==> config.mk <==
export PLATFORM = sky130hd
export DESIGN_NAME = event_signature_throttle_top
export DESIGN_NICKNAME = d
export VERILOG_FILES = /design/src/sv/est_pkg.sv /design/src/sv/est_ram.sv /design/src/sv/est_ctrl.sv /design/src/sv/event_signature_throttle_top.sv
export SDC_FILE = /design/constraint.sdc
export NUM_CORES = 2
export LEC_CHECK = 0
export BUFFER_PORTS_ARGS = -buffer_cell sky130_fd_sc_hd__buf_2
export CAP_MARGIN = 15
export CELL_PAD_IN_SITES_DETAIL_PLACEMENT = 0
export CELL_PAD_IN_SITES_GLOBAL_PLACEMENT = 2
export CORE_UTILIZATION = 40
export CTS_CLUSTER_SIZE = 14
export DETAILED_ROUTE_END_ITERATION = 10
export PLACE_DENSITY = 0.75
export RECOVER_POWER = 100
export SYNTH_ARGS = -nofsm -noshare
export SYNTH_HDL_FRONTEND = slang
export SYNTH_SLANG_ARGS = --single-unit
==> constraint.sdc <==
create_clock -name clk -period 10.9 [get_ports clk]
set_input_delay 1.09 -clock clk [delete_from_list [all_inputs] [get_ports clk]]
set_output_delay 1.09 -clock clk [all_outputs]
set_load 0.05 [all_outputs]
==> src/sv/est_pkg.sv <==
// est_pkg: shared types and constants of the event signature throttle
// holds the configuration register map, reset values and fixed field widths
// no dependencies
package est_pkg;

	// fixed widths of the item fields and the configuration port
	localparam int KEY_IN_BITS     = 32;
	localparam int TIME_IN_BITS    = 32;
	localparam int SLOT_INDEX_BITS = 6;
	localparam int CFG_INDEX_BITS  = 1;
	localparam int CFG_DATA_BITS   = 16;

	// configuration register indexes
	localparam logic [CFG_INDEX_BITS-1:0] CFG_COOLDOWN_HIGH = 1'b0;
	localparam logic [CFG_INDEX_BITS-1:0] CFG_COOLDOWN_LOW  = 1'b1;

	// register reset values
	localparam logic [CFG_DATA_BITS-1:0] COOLDOWN_HIGH_RESET = 16'd300;
	localparam logic [CFG_DATA_BITS-1:0] COOLDOWN_LOW_RESET  = 16'd900;

	// configuration handed to the controller
	typedef struct packed {
		logic [CFG_DATA_BITS-1:0] cooldown_high;
		logic [CFG_DATA_BITS-1:0] cooldown_low;
	} cfg_t;

endpackage

==> src/sv/est_ram.sv <==
// est_ram: simple dual port synchronous table memory, one write and one read a cycle
// read data registered
// depends on nothing
module est_ram #(
	parameter int DEPTH = 64,
	parameter int WIDTH = 64,
	localparam int AW = $clog2(DEPTH)
) (
	input  logic             clk,
	input  logic             wr_en,
	input  logic [AW-1:0]    wr_addr,
	input  logic [WIDTH-1:0] wr_data,
	input  logic [AW-1:0]    rd_addr,
	output logic [WIDTH-1:0] rd_data
);

	logic [WIDTH-1:0] mem [DEPTH];

	// write port
	always_ff @(posedge clk) begin
		if (wr_en) begin
			mem[wr_addr] <= wr_data;
		end
	end

	// registered read port
	always_ff @(posedge clk) begin
		rd_data <= mem[rd_addr];
	end

endmodule

==> src/sv/est_ctrl.sv <==
// est_ctrl: scan sequencer of the event signature throttle
// walks the filled part of the table, decides emit, writes back time or a new entry
// depends on est_pkg; drives the est_ram ports
module est_ctrl
	import est_pkg::*;
#(
	parameter int ENTRIES = 64,
	parameter int KEY_BITS = 32,
	parameter int TIME_BITS = 32,
	localparam int IDX_BITS = $clog2(ENTRIES),
	localparam int CNT_BITS = $clog2(ENTRIES + 1),
	localparam int WORD_BITS = KEY_BITS + TIME_BITS
) (
	input  logic                       clk,
	input  logic                       arst_n,
	input  cfg_t                       cfg,
	input  logic                       start,
	input  logic [KEY_IN_BITS-1:0]     event_key,
	input  logic                       urgent,
	input  logic [TIME_IN_BITS-1:0]    now_seconds,
	output logic                       busy,
	output logic                       done,
	output logic                       emit,
	output logic                       matched,
	output logic [SLOT_INDEX_BITS-1:0] slot_index,
	output logic                       wr_en,
	output logic [IDX_BITS-1:0]        wr_addr,
	output logic [WORD_BITS-1:0]       wr_data,
	output logic [IDX_BITS-1:0]        rd_addr,
	input  logic [WORD_BITS-1:0]       rd_data
);

	localparam int EXT_BITS = (IDX_BITS > SLOT_INDEX_BITS) ? IDX_BITS : SLOT_INDEX_BITS;
	localparam logic [CNT_BITS-1:0] FULL_COUNT = CNT_BITS'(ENTRIES);
	localparam logic [IDX_BITS-1:0] LAST_SLOT  = IDX_BITS'(ENTRIES - 1);

	typedef enum logic [1:0] {
		ST_IDLE,
		ST_SCAN,
		ST_MISS
	} state_t;

	state_t                  state_q;
	logic [CNT_BITS-1:0]     fill_q;
	logic [IDX_BITS-1:0]     ptr_q;
	logic [CNT_BITS-1:0]     cnt_q;
	logic                    look_s1;
	logic [IDX_BITS-1:0]     idx_s1;
	logic [KEY_BITS-1:0]     key_q;
	logic [TIME_BITS-1:0]    now_q;
	logic [CFG_DATA_BITS-1:0] cool_q;
	logic                    done_q;
	logic                    emit_q;
	logic                    matched_q;
	logic [IDX_BITS-1:0]     slot_q;

	logic [KEY_BITS-1:0]     rd_key;
	logic [TIME_BITS-1:0]    rd_time;
	logic [TIME_BITS-1:0]    diff;
	logic                    suppress;
	logic                    hit;
	logic                    last_look;
	logic                    full;
	logic [IDX_BITS-1:0]     miss_slot;
	logic [EXT_BITS-1:0]     slot_ext;

	// split the stored word and compare against the held item
	assign rd_key    = rd_data[WORD_BITS-1:TIME_BITS];
	assign rd_time   = rd_data[TIME_BITS-1:0];
	assign diff      = now_q - rd_time;
	assign suppress  = (rd_time != '0)
	                && (diff[TIME_BITS-1] || (diff < TIME_BITS'(cool_q)));
	assign hit       = (state_q == ST_SCAN) && look_s1 && (rd_key == key_q);
	assign last_look = look_s1 && (CNT_BITS'(idx_s1) == fill_q - CNT_BITS'(1));

	// victim slot on a miss: next free slot, or round-robin when full
	assign full      = (fill_q == FULL_COUNT);
	assign miss_slot = full ? ptr_q : fill_q[IDX_BITS-1:0];

	// memory ports
	assign rd_addr = cnt_q[IDX_BITS-1:0];
	always_comb begin
		wr_en   = 1'b0;
		wr_addr = idx_s1;
		wr_data = {key_q, now_q};
		if (hit && !suppress) begin
			wr_en = 1'b1;
		end
		if (state_q == ST_MISS) begin
			wr_en   = 1'b1;
			wr_addr = miss_slot;
		end
	end

	// outputs
	assign busy       = (state_q != ST_IDLE);
	assign done       = done_q;
	assign emit       = emit_q;
	assign matched    = matched_q;
	assign slot_ext   = EXT_BITS'(slot_q);
	assign slot_index = slot_ext[SLOT_INDEX_BITS-1:0];

	// sequencer, table occupancy and registered results
	always_ff @(posedge clk or negedge arst_n) begin
		if (!arst_n) begin
			state_q   <= ST_IDLE;
			fill_q    <= '0;
			ptr_q     <= '0;
			cnt_q     <= '0;
			look_s1   <= 1'b0;
			done_q    <= 1'b0;
			emit_q    <= 1'b0;
			matched_q <= 1'b0;
		end else begin
			done_q <= 1'b0;
			case (state_q)
				ST_IDLE: begin
					look_s1 <= 1'b0;
					cnt_q   <= '0;
					if (start) begin
						key_q  <= KEY_BITS'(event_key);
						now_q  <= TIME_BITS'(now_seconds);
						cool_q <= urgent ? cfg.cooldown_high : cfg.cooldown_low;
						if (fill_q == '0) begin
							state_q <= ST_MISS;
						end else begin
							state_q <= ST_SCAN;
						end
					end
				end
				ST_SCAN: begin
					// issue the next read while the previous one is compared
					look_s1 <= (cnt_q < fill_q);
					idx_s1  <= cnt_q[IDX_BITS-1:0];
					if (cnt_q < fill_q) begin
						cnt_q <= cnt_q + CNT_BITS'(1);
					end
					if (hit) begin
						done_q    <= 1'b1;
						emit_q    <= !suppress;
						matched_q <= 1'b1;
						slot_q    <= idx_s1;
						state_q   <= ST_IDLE;
					end else if (last_look) begin
						state_q <= ST_MISS;
					end
				end
				ST_MISS: begin
					done_q    <= 1'b1;
					emit_q    <= 1'b1;
					matched_q <= 1'b0;
					slot_q    <= miss_slot;
					if (full) begin
						ptr_q <= (ptr_q == LAST_SLOT) ? '0 : ptr_q + IDX_BITS'(1);
					end else begin
						fill_q <= fill_q + CNT_BITS'(1);
					end
					state_q <= ST_IDLE;
				end
				default: begin
					state_q <= ST_IDLE;
				end
			endcase
		end
	end

endmodule

==> src/sv/event_signature_throttle_top.sv <==
// event_signature_throttle_top: per-key event rate limiter, top level
// a hit gives done once the scan reaches the matching slot; a miss gives done after
// the filled part of the table is scanned, or straight from the miss state with an empty table
// one item at a time: start is taken only while not busy; bound by the scan over the one table read port
// reset clears occupancy, pointer, sequencer state and result flags at once; no clearing pass is needed
// the receiver cannot stall: done is a one-cycle strobe
module event_signature_throttle_top
	import est_pkg::*;
#(
	parameter int ENTRIES = 64,
	parameter int KEY_BITS = 32,
	parameter int TIME_BITS = 32
) (
	input  logic                       clk,
	input  logic                       arst_n,
	input  logic                       cfg_we,
	input  logic [CFG_INDEX_BITS-1:0]  cfg_addr,
	input  logic [CFG_DATA_BITS-1:0]   cfg_wdata,
	input  logic                       start,
	output logic                       busy,
	input  logic [KEY_IN_BITS-1:0]     event_key,
	input  logic                       urgent,
	input  logic [TIME_IN_BITS-1:0]    now_seconds,
	output logic                       done,
	output logic                       emit,
	output logic                       matched,
	output logic [SLOT_INDEX_BITS-1:0] slot_index
);

	localparam int IDX_BITS  = $clog2(ENTRIES);
	localparam int WORD_BITS = KEY_BITS + TIME_BITS;

	cfg_t                 cfg_q;
	logic                 wr_en;
	logic [IDX_BITS-1:0]  wr_addr;
	logic [WORD_BITS-1:0] wr_data;
	logic [IDX_BITS-1:0]  rd_addr;
	logic [WORD_BITS-1:0] rd_data;

	// configuration registers
	always_ff @(posedge clk or negedge arst_n) begin
		if (!arst_n) begin
			cfg_q.cooldown_high <= COOLDOWN_HIGH_RESET;
			cfg_q.cooldown_low  <= COOLDOWN_LOW_RESET;
		end else if (cfg_we) begin
			case (cfg_addr)
				CFG_COOLDOWN_HIGH: cfg_q.cooldown_high <= cfg_wdata;
				CFG_COOLDOWN_LOW:  cfg_q.cooldown_low  <= cfg_wdata;
				default: ;
			endcase
		end
	end

	// scan sequencer
	est_ctrl #(
		.ENTRIES   (ENTRIES),
		.KEY_BITS  (KEY_BITS),
		.TIME_BITS (TIME_BITS)
	) u_ctrl (
		.clk           (clk),
		.arst_n        (arst_n),
		.cfg           (cfg_q),
		.start         (start),
		.event_key     (event_key),
		.urgent        (urgent),
		.now_seconds   (now_seconds),
		.busy          (busy),
		.done          (done),
		.emit          (emit),
		.matched       (matched),
		.slot_index    (slot_index),
		.wr_en         (wr_en),
		.wr_addr       (wr_addr),
		.wr_data       (wr_data),
		.rd_addr       (rd_addr),
		.rd_data       (rd_data)
	);

	// key and time table
	est_ram #(
		.DEPTH (ENTRIES),
		.WIDTH (WORD_BITS)
	) u_ram (
		.clk     (clk),
		.wr_en   (wr_en),
		.wr_addr (wr_addr),
		.wr_data (wr_data),
		.rd_addr (rd_addr),
		.rd_data (rd_data)
	);

	// an accepted item keeps the block busy in the next cycle
	a_accept_busy: assert property (@(posedge clk) disable iff (!arst_n)
		(start && !busy) |=> busy)
		else $error("accepted item did not raise busy");

	// a result only follows a busy cycle
	a_done_after_busy: assert property (@(posedge clk) disable iff (!arst_n)
		done |-> $past(busy))
		else $error("result without an item in flight");

	// a new entry is always emitted
	a_miss_emits: assert property (@(posedge clk) disable iff (!arst_n)
		(done && !matched) |-> emit)
		else $error("suppressed item on a table miss");

endmodule
=== Yosys cells after proc, flatten, opt, wreduce, memory -nomap -nowiden ===
Memory sizes are Yosys's and may differ from the RTL's. A register that Yosys moved wholly into a read port is not among the register bits.
Cells that the tools add are included.

* Flip-flop bits (word level): 150
* Bits in writable memories: 4096
* Word-level logic and storage cells: 82
* Memories kept: 1

* Eq/ne operators: 10
* $add $sub $neg: 5
* $lt $le $gt $ge: 2
* Muxes and demuxes: 24
* Reduce and logical (&&, ||, !) cells: 23
* Bitwise operators: 2

{| class="wikitable"
|+ Memory list
! memory !! depth !! width !! rd ports !! clocked after Yosys merged registers in !! write ports !! RTL line !! text
|-
| u_ram.mem || 64 || 64 || 1 || 1 || 1 || est_ram.sv:17 || <nowiki>logic [WIDTH-1:0] mem [DEPTH];</nowiki>
|}

{| class="wikitable"
|+ Operator list
! operator !! number
|-
| $eq 32x32->1 || 1
|-
| $lt 32x16->1 || 1
|-
| $reduce_bool 32->1 || 1
|-
| $sub 32x32->32 || 1
|-
| $mux 6 || 4
|-
| $mux 16 || 1
|-
| $reduce_and 2->1 || 8
|-
| $add 7x1->7 const B || 2
|-
| $pmux 7 s2 || 1
|-
| $pmux 6 s2 || 1
|-
| $mux 2 || 4
|-
| $pmux 1 s2 || 4
|-
| $eq 6x7->1 || 1
|-
| $eq 7x7->1 const B || 1
|-
| $logic_not 7->1 || 1
|-
| $lt 7x7->1 || 1
|-
| $mux 1 || 7
|-
| $mux 7 || 1
|-
| $sub 7x1->7 const B || 1
|-
| $add 6x1->6 const B || 1
|-
| $eq 6x6->1 const B || 1
|-
| $reduce_and 3->1 || 2
|-
| $reduce_bool 2->1 || 3
|-
| $logic_and 1x1->1 || 5
|-
| other kinds (10) || 12
|}

=== Depth between registers and ports, before layout ===
* Depth after elaboration: 10
* Mapped depth: 22
* Gate-level depth less buffers: 20

=== Cells and area by module ===
A second synthesis with hierarchy kept.

* Cell total of the unflattened synthesis: 7409
* Area, all modules: 165319.8 um^2

{| class="wikitable"
|+ Modules (own cells, without submodules)
! module !! area an instance (um^2) !! cells each !! instances
|-
| est_ram || 156348.7 || 6598 || 1
|-
| est_ctrl || 7708.6 || 742 || 1
|-
| event_signature_throttle_top || 1262.5 || 69 || 1
|}

=== Worst setup path after synthesis ===
No wires, ideal clock.

* Path type: flip-flop to flip-flop
* Start: register u_ctrl.now_q[0]
* End: memory u_ram.mem[11][0], enable pin
* Clock period less this slack: 9.383 ns
* Stages on the path, launching flop included: 22
* Setup time: 0.582 ns
* Path slack: 1.517 ns
* Data arrival time: 8.801 ns
* Buffers on the path: 2
* Cell sequence: edfxtp_1 > inv_1 > ha_1 > fa_1 > and2b_1 > o2111ai_2 > a21oi_1 > a21oi_1 > xnor2_1 > ha_1 > nand2_1 > o21ai_1 > a211oi_1 > a311oi_1 > nor4_1 > o2111ai_1 > a2111oi_2 > nand4_1 > o21ai_2 > buf_12 > buf_12 > a211oi_1

* Word-level cells in the longest chain between the ends: 10

{| class="wikitable"
|+ RTL lines
! item !! RTL line !! text
|-
| start, declared || est_ctrl.sv:50 || <nowiki>logic [TIME_BITS-1:0] now_q;</nowiki>
|-
| start signal, assigned || est_ctrl.sv:122 || <nowiki>now_q <= TIME_BITS'(now_seconds);</nowiki>
|-
| $sub 32x32->32 * || est_ctrl.sv:70 || <nowiki>assign diff = now_q - rd_time;</nowiki>
|-
| $lt 32x16->1 || est_ctrl.sv:72 || <nowiki>&& (diff[TIME_BITS-1] || (diff < TIME_BITS'(cool_q)));</nowiki>
|-
| $logic_or 1x1->1 * || est_ctrl.sv:72 ||
|-
| $logic_and 1x1->1 * || est_ctrl.sv:72 ||
|-
| $logic_not 1->1 * || est_ctrl.sv:86 || <nowiki>if (hit && !suppress) begin</nowiki>
|-
| $logic_and 1x1->1 * || est_ctrl.sv:86 ||
|-
| $mux 1 * || est_ctrl.sv:86 ||
|-
| $mux 1 * || est_ctrl.sv:89 || <nowiki>if (state_q == ST_MISS) begin</nowiki>
|-
| $mux 1 * || est_ram.sv:21 || <nowiki>if (wr_en) begin</nowiki>
|-
| $mux 1 (not written as such) * || est_ram.sv:22 || <nowiki>mem[wr_addr] <= wr_data;</nowiki>
|-
| end, declared || est_ram.sv:17 ||
|}

Mark *: on every way between the ends. The rest lies on a longest branch, timed or not.

=== Worst setup path in the final report ===
* Start: register u_ctrl.key_q[8]
* End: memory u_ram.mem[46][55], enable pin

* Word-level cells in the longest chain between the ends: 7

{| class="wikitable"
|+ RTL lines
! item !! RTL line !! text
|-
| start, declared || est_ctrl.sv:49 || <nowiki>logic [KEY_BITS-1:0] key_q;</nowiki>
|-
| start signal, assigned || est_ctrl.sv:121 || <nowiki>key_q <= KEY_BITS'(event_key);</nowiki>
|-
| $eq 32x32->1 || est_ctrl.sv:73 || <nowiki>assign hit = (state_q == ST_SCAN) && look_s1 && (rd_key == key_q);</nowiki>
|-
| $logic_and 1x1->1 || est_ctrl.sv:73 ||
|-
| $logic_and 1x1->1 || est_ctrl.sv:86 ||
|-
| $mux 1 || est_ctrl.sv:86 ||
|-
| $mux 1 || est_ctrl.sv:89 ||
|-
| $mux 1 || est_ram.sv:21 ||
|-
| $mux 1 (not written as such) || est_ram.sv:22 ||
|}

Every way passes these cells.

==> reports/metrics.yaml <==
status: "finished with violations"
violations: "max-capacitance violations, max-slew violations"
relSlewSlack_pct: -190
startpoint_type: "flop"
cts-root-buf: "clkbuf_16"
cts_tree: "done"
power_frac_comb_pct: 21.7
yosysWarnings: 0
holdBufCountCts: 0
r2r_cells: 11
clk_latency_ns: 1.00
dp_cells: 12200
grt_pass1_vias: 76000
synth_area_mm2: 0.166
die-area_mm2: 0.417
ant_nets: 0
path_max_fanout: 65
min-delay-start: "event_key[25]"
final_area_mm2: 0.187
power.leakage_nw: 55.8
drv_cap: 138
drt_iter0_drc: 9036
ys_async_sr_fraction_pct: 1.35
finalMaxSlewViolations: 5796
num_vias: 75800
hold-worst-slack_ns: 0.274
top_usage_layer: "met2"
nNetsFinal: 7320
clk_pin_slew_ns: 0.06
tns_ns: 0
grtUsageTotal_pct: 20.8
dieHeight_um: 645
worst_clock_skew_ns: 0.0930
power_mw: 42.8
timing.rr.start: "u_ctrl.key_q[8]$_DFFE_PP_"
antenna_found_initial: 34
critPathMaxStageDelay_ns: 2.39
initial_core_util_pct: 40.3
vdd.ir_drop.worst_v: 0.000217
intPower_mw: 30.8
p_switching_mw: 12.0
crit_path_top_delay_cell: "clkbuf_1"
syn2layout_area_growth_pct: 12.7
drc: 0
globalplace.congestion: 0.836
worst_slew_pin_slew_ns: 4.35
hold_viol: 0
drtPass1Iterations: 6
rsz0062_at_grt: "false"
p_per_area_mw_per_mm2: 229
fin_cells: 13000
period_share_pct: 86.1
gr-total-overflow: 0
dpl_cell_area_mm2: 0.174
grt_pass1_wl_um: 612000
synth_edf_count: 4188
critPathBufInv: 2
path_cells: "clkbuf_1 -> xnor2_1 -> nand4_1 -> nor4_1 -> nand3_1 -> nor4_4 -> o21ai_0 -> nor2_1 -> nand3_1 -> a21oi_1 -> buf_4"
cp.arrival_ns: 9.97
setup_viol: 0
tritoncts.num_buffers: 419
path_common_cell: "nand3_1"
use_met3_pct: 2.62
critical_path.top_delay_family: "buffers and inverters"
power_frac_clock_pct: 33.6
htree_levels: 5
fmax_ghz: 0.107
cts_resized: 0
avgSynthCellArea_um2: 24.6
seq_area_frac_synth_pct: 77.6
crit_type: "reg2reg"
vias_per_cell: 5.83
rrSetupSlack_ns: 1.51
synthFlopType: "edfxtp_1"
synth_cells: 6733
cts.sinks: 4310
std_cell_rows: 235
place_ws_ns: 3.15
p_sw_share_pct: 28.0
layout-drive-gt1-share_pct: 29.2
fin_util_pct: 45.4
crit_path_end_kind: "flop"
clock_path_buffers: 4
die_x_um: 645
critPathRequiredTime_ns: 11.48
fin_ws_ns: 1.51
period_needed_ns: 9.39
core-area_mm2: 0.411
synth_cell_type_count: 76
ys_seq_elements: 4310
grt_max_degree: 142
routedWlPerCell_um: 33.7
hp-class: "in2reg"
routed_wl_um: 438000
place.detailed.hpwl_um: 260000
holdPathStages: 1
ios: 96
synth_nets: 6879
portBuffers: 95
met2_usage_pct: 34.9
post_cts_buffers: 0
met1_usage_pct: 28.2
p_seq_share_pct: 44.8
timing.rr.end: "u_ram.mem[46][55]$_DFFE_PP_"
whs_endpoint: "u_ctrl.key_q[25]$_DFFE_PP_"
[registers in the layout (all words and copies together) (netlist names), 2 cells and up]
| name | flops |
|---|---|
| u_ctrl.state_q | 2 |
| u_ctrl.key_q | 32 |
| u_ctrl.cool_q | 16 |
| u_ctrl.ptr_q | 6 |
| u_ctrl.idx_s1 | 6 |
| u_ctrl.fill_q | 7 |
| u_ctrl.cnt_q | 7 |
| u_ctrl.now_q | 32 |
| cfg_q | 32 |
| u_ctrl.slot_index | 6 |
| u_ram.mem | 4096 |
| u_ram.rd_data | 64 |
[routing by layer]
layer | part of all wire, % | up-vias
li1 | - | 30100
met1 | 39 | 41700
met2 | 50 | 3273
met3 | 6.6 | 649
met4 | 4.4 | 4
met5 | 0.0055 | -
[cells by family after synthesis]
group,after synthesis,share of synthesized area (%)
adders and majority gates,60,0.458
and+or+nand+nor,248,0.712
AOI/OAI and AO/OA,244,1.15
xor gates and xnor gates,64,0.343
buffers and inverters,409,1.08
muxes,1398,18.6
DFF,4310,77.6
[worst register-to-register path, stage by stage (launching register included)]
cell,delay (ns)
edfxtp_1,0.32
clkbuf_1,2.39
xnor2_1,0.34
nand4_1,0.17
nor4_1,0.40
nand3_1,0.19
nor4_4,0.89
o21ai_0,0.26
nor2_1,0.88
nand3_1,0.53
a21oi_1,1.54
buf_4,1.01
[power by group through the flow]
stage | Clock [mW] | Sequential [mW] | Combinational [mW]
after floorplan | 0 | 19.6 | 6.20
after global placement | 0 | 19.4 | 9.48
after detailed placement | 0 | 19.4 | 9.52
after CTS | 14.6 | 19.1 | 9.55
after global routing | 15.1 | 19.2 | 9.70
final | 14.3 | 19.2 | 9.26
[worst max path at each step]
stage                                        to  slack, ns  cells after the start                 startpoint
floorplan            u_ram.mem[11][0]$_DFFE_PP_       1.52                     21  u_ctrl.now_q[0]$_DFFE_PP_
global placement    u_ram.mem[48][52]$_DFFE_PP_       3.04                     22  u_ctrl.now_q[4]$_DFFE_PP_
detailed placement  u_ram.mem[48][57]$_DFFE_PP_       3.15                     22  u_ctrl.now_q[4]$_DFFE_PP_
CTS                 u_ram.mem[48][14]$_DFFE_PP_       3.12                     22  u_ctrl.now_q[4]$_DFFE_PP_
global route         u_ram.mem[18][7]$_DFFE_PP_       1.37                     22  u_ctrl.now_q[4]$_DFFE_PP_
finish              u_ram.mem[46][55]$_DFFE_PP_       1.51                     11  u_ctrl.key_q[8]$_DFFE_PP_
[Yosys cell counts (15+ instances only)]
cell type	n	area (um2)
nand2_1	76	285
nor2_1	65	244
buf_2	99	495
edfxtp_1	4188	126000
nand4_1	19	119
a21oi_2	22	193
ha_1	59	738
a211oi_2	28	350
a211oi_1	19	143
buf_1	33	124
inv_1	73	274
dfrtp_1	50	1250
xnor2_1	53	464
o21ai_0	33	165
a21oi_1	49	245
a21o_1	15	113
mux4_2	1344	30300
clkbuf_1	193	724
dfxtp_1	64	1280
mux2_2	49	552
nand3_1	23	115
[area by class of cell]
| cell class | count | area [um2] |
|---|---|---|
| antenna | 27 | 67.6 |
| tap | 5451 | 6820 |
| fill | 33500 | 224000 |
| multi-input combinational | 2014 | 35400 |
| clock inverter | 256 | 2520 |
| sequential | 4310 | 129000 |
| clock buffer | 514 | 11000 |
| timing repair buffer | 356 | 2010 |
| inverter | 73 | 274 |
[cells in the final DEF (no fill, tap or decap), types with 11 or more instances in the layout]
cell       synthesis  routed
a211oi_1          19      31
a211oi_4           0      15
a21o_1            15      15
a21oi_1           49      55
a21oi_4            0      12
buf_12             5      16
buf_2             99      43
buf_4              1      89
bufinv_16          0      38
clkbuf_1         193     274
clkbuf_16          0     423
clkbuf_2           0      17
clkinv_1           0      98
clkinv_2           0      81
dfrtp_1           50      49
dfxtp_1           64      64
diode_2            0      27
edfxtp_1        4188    4188
ha_1              59      59
inv_1             73      73
mux2_2            49      40
mux4_2          1344    1344
nand2_1           76      75
nand3_1           23      23
nand4_1           19      19
nor2_1            65      64
nor3_1            12      12
nor4_1            14      13
o21a_1            11      11
o21ai_0           33      35
xnor2_1           53      53
Note: power is estimated with default switching activity, not from simulation.
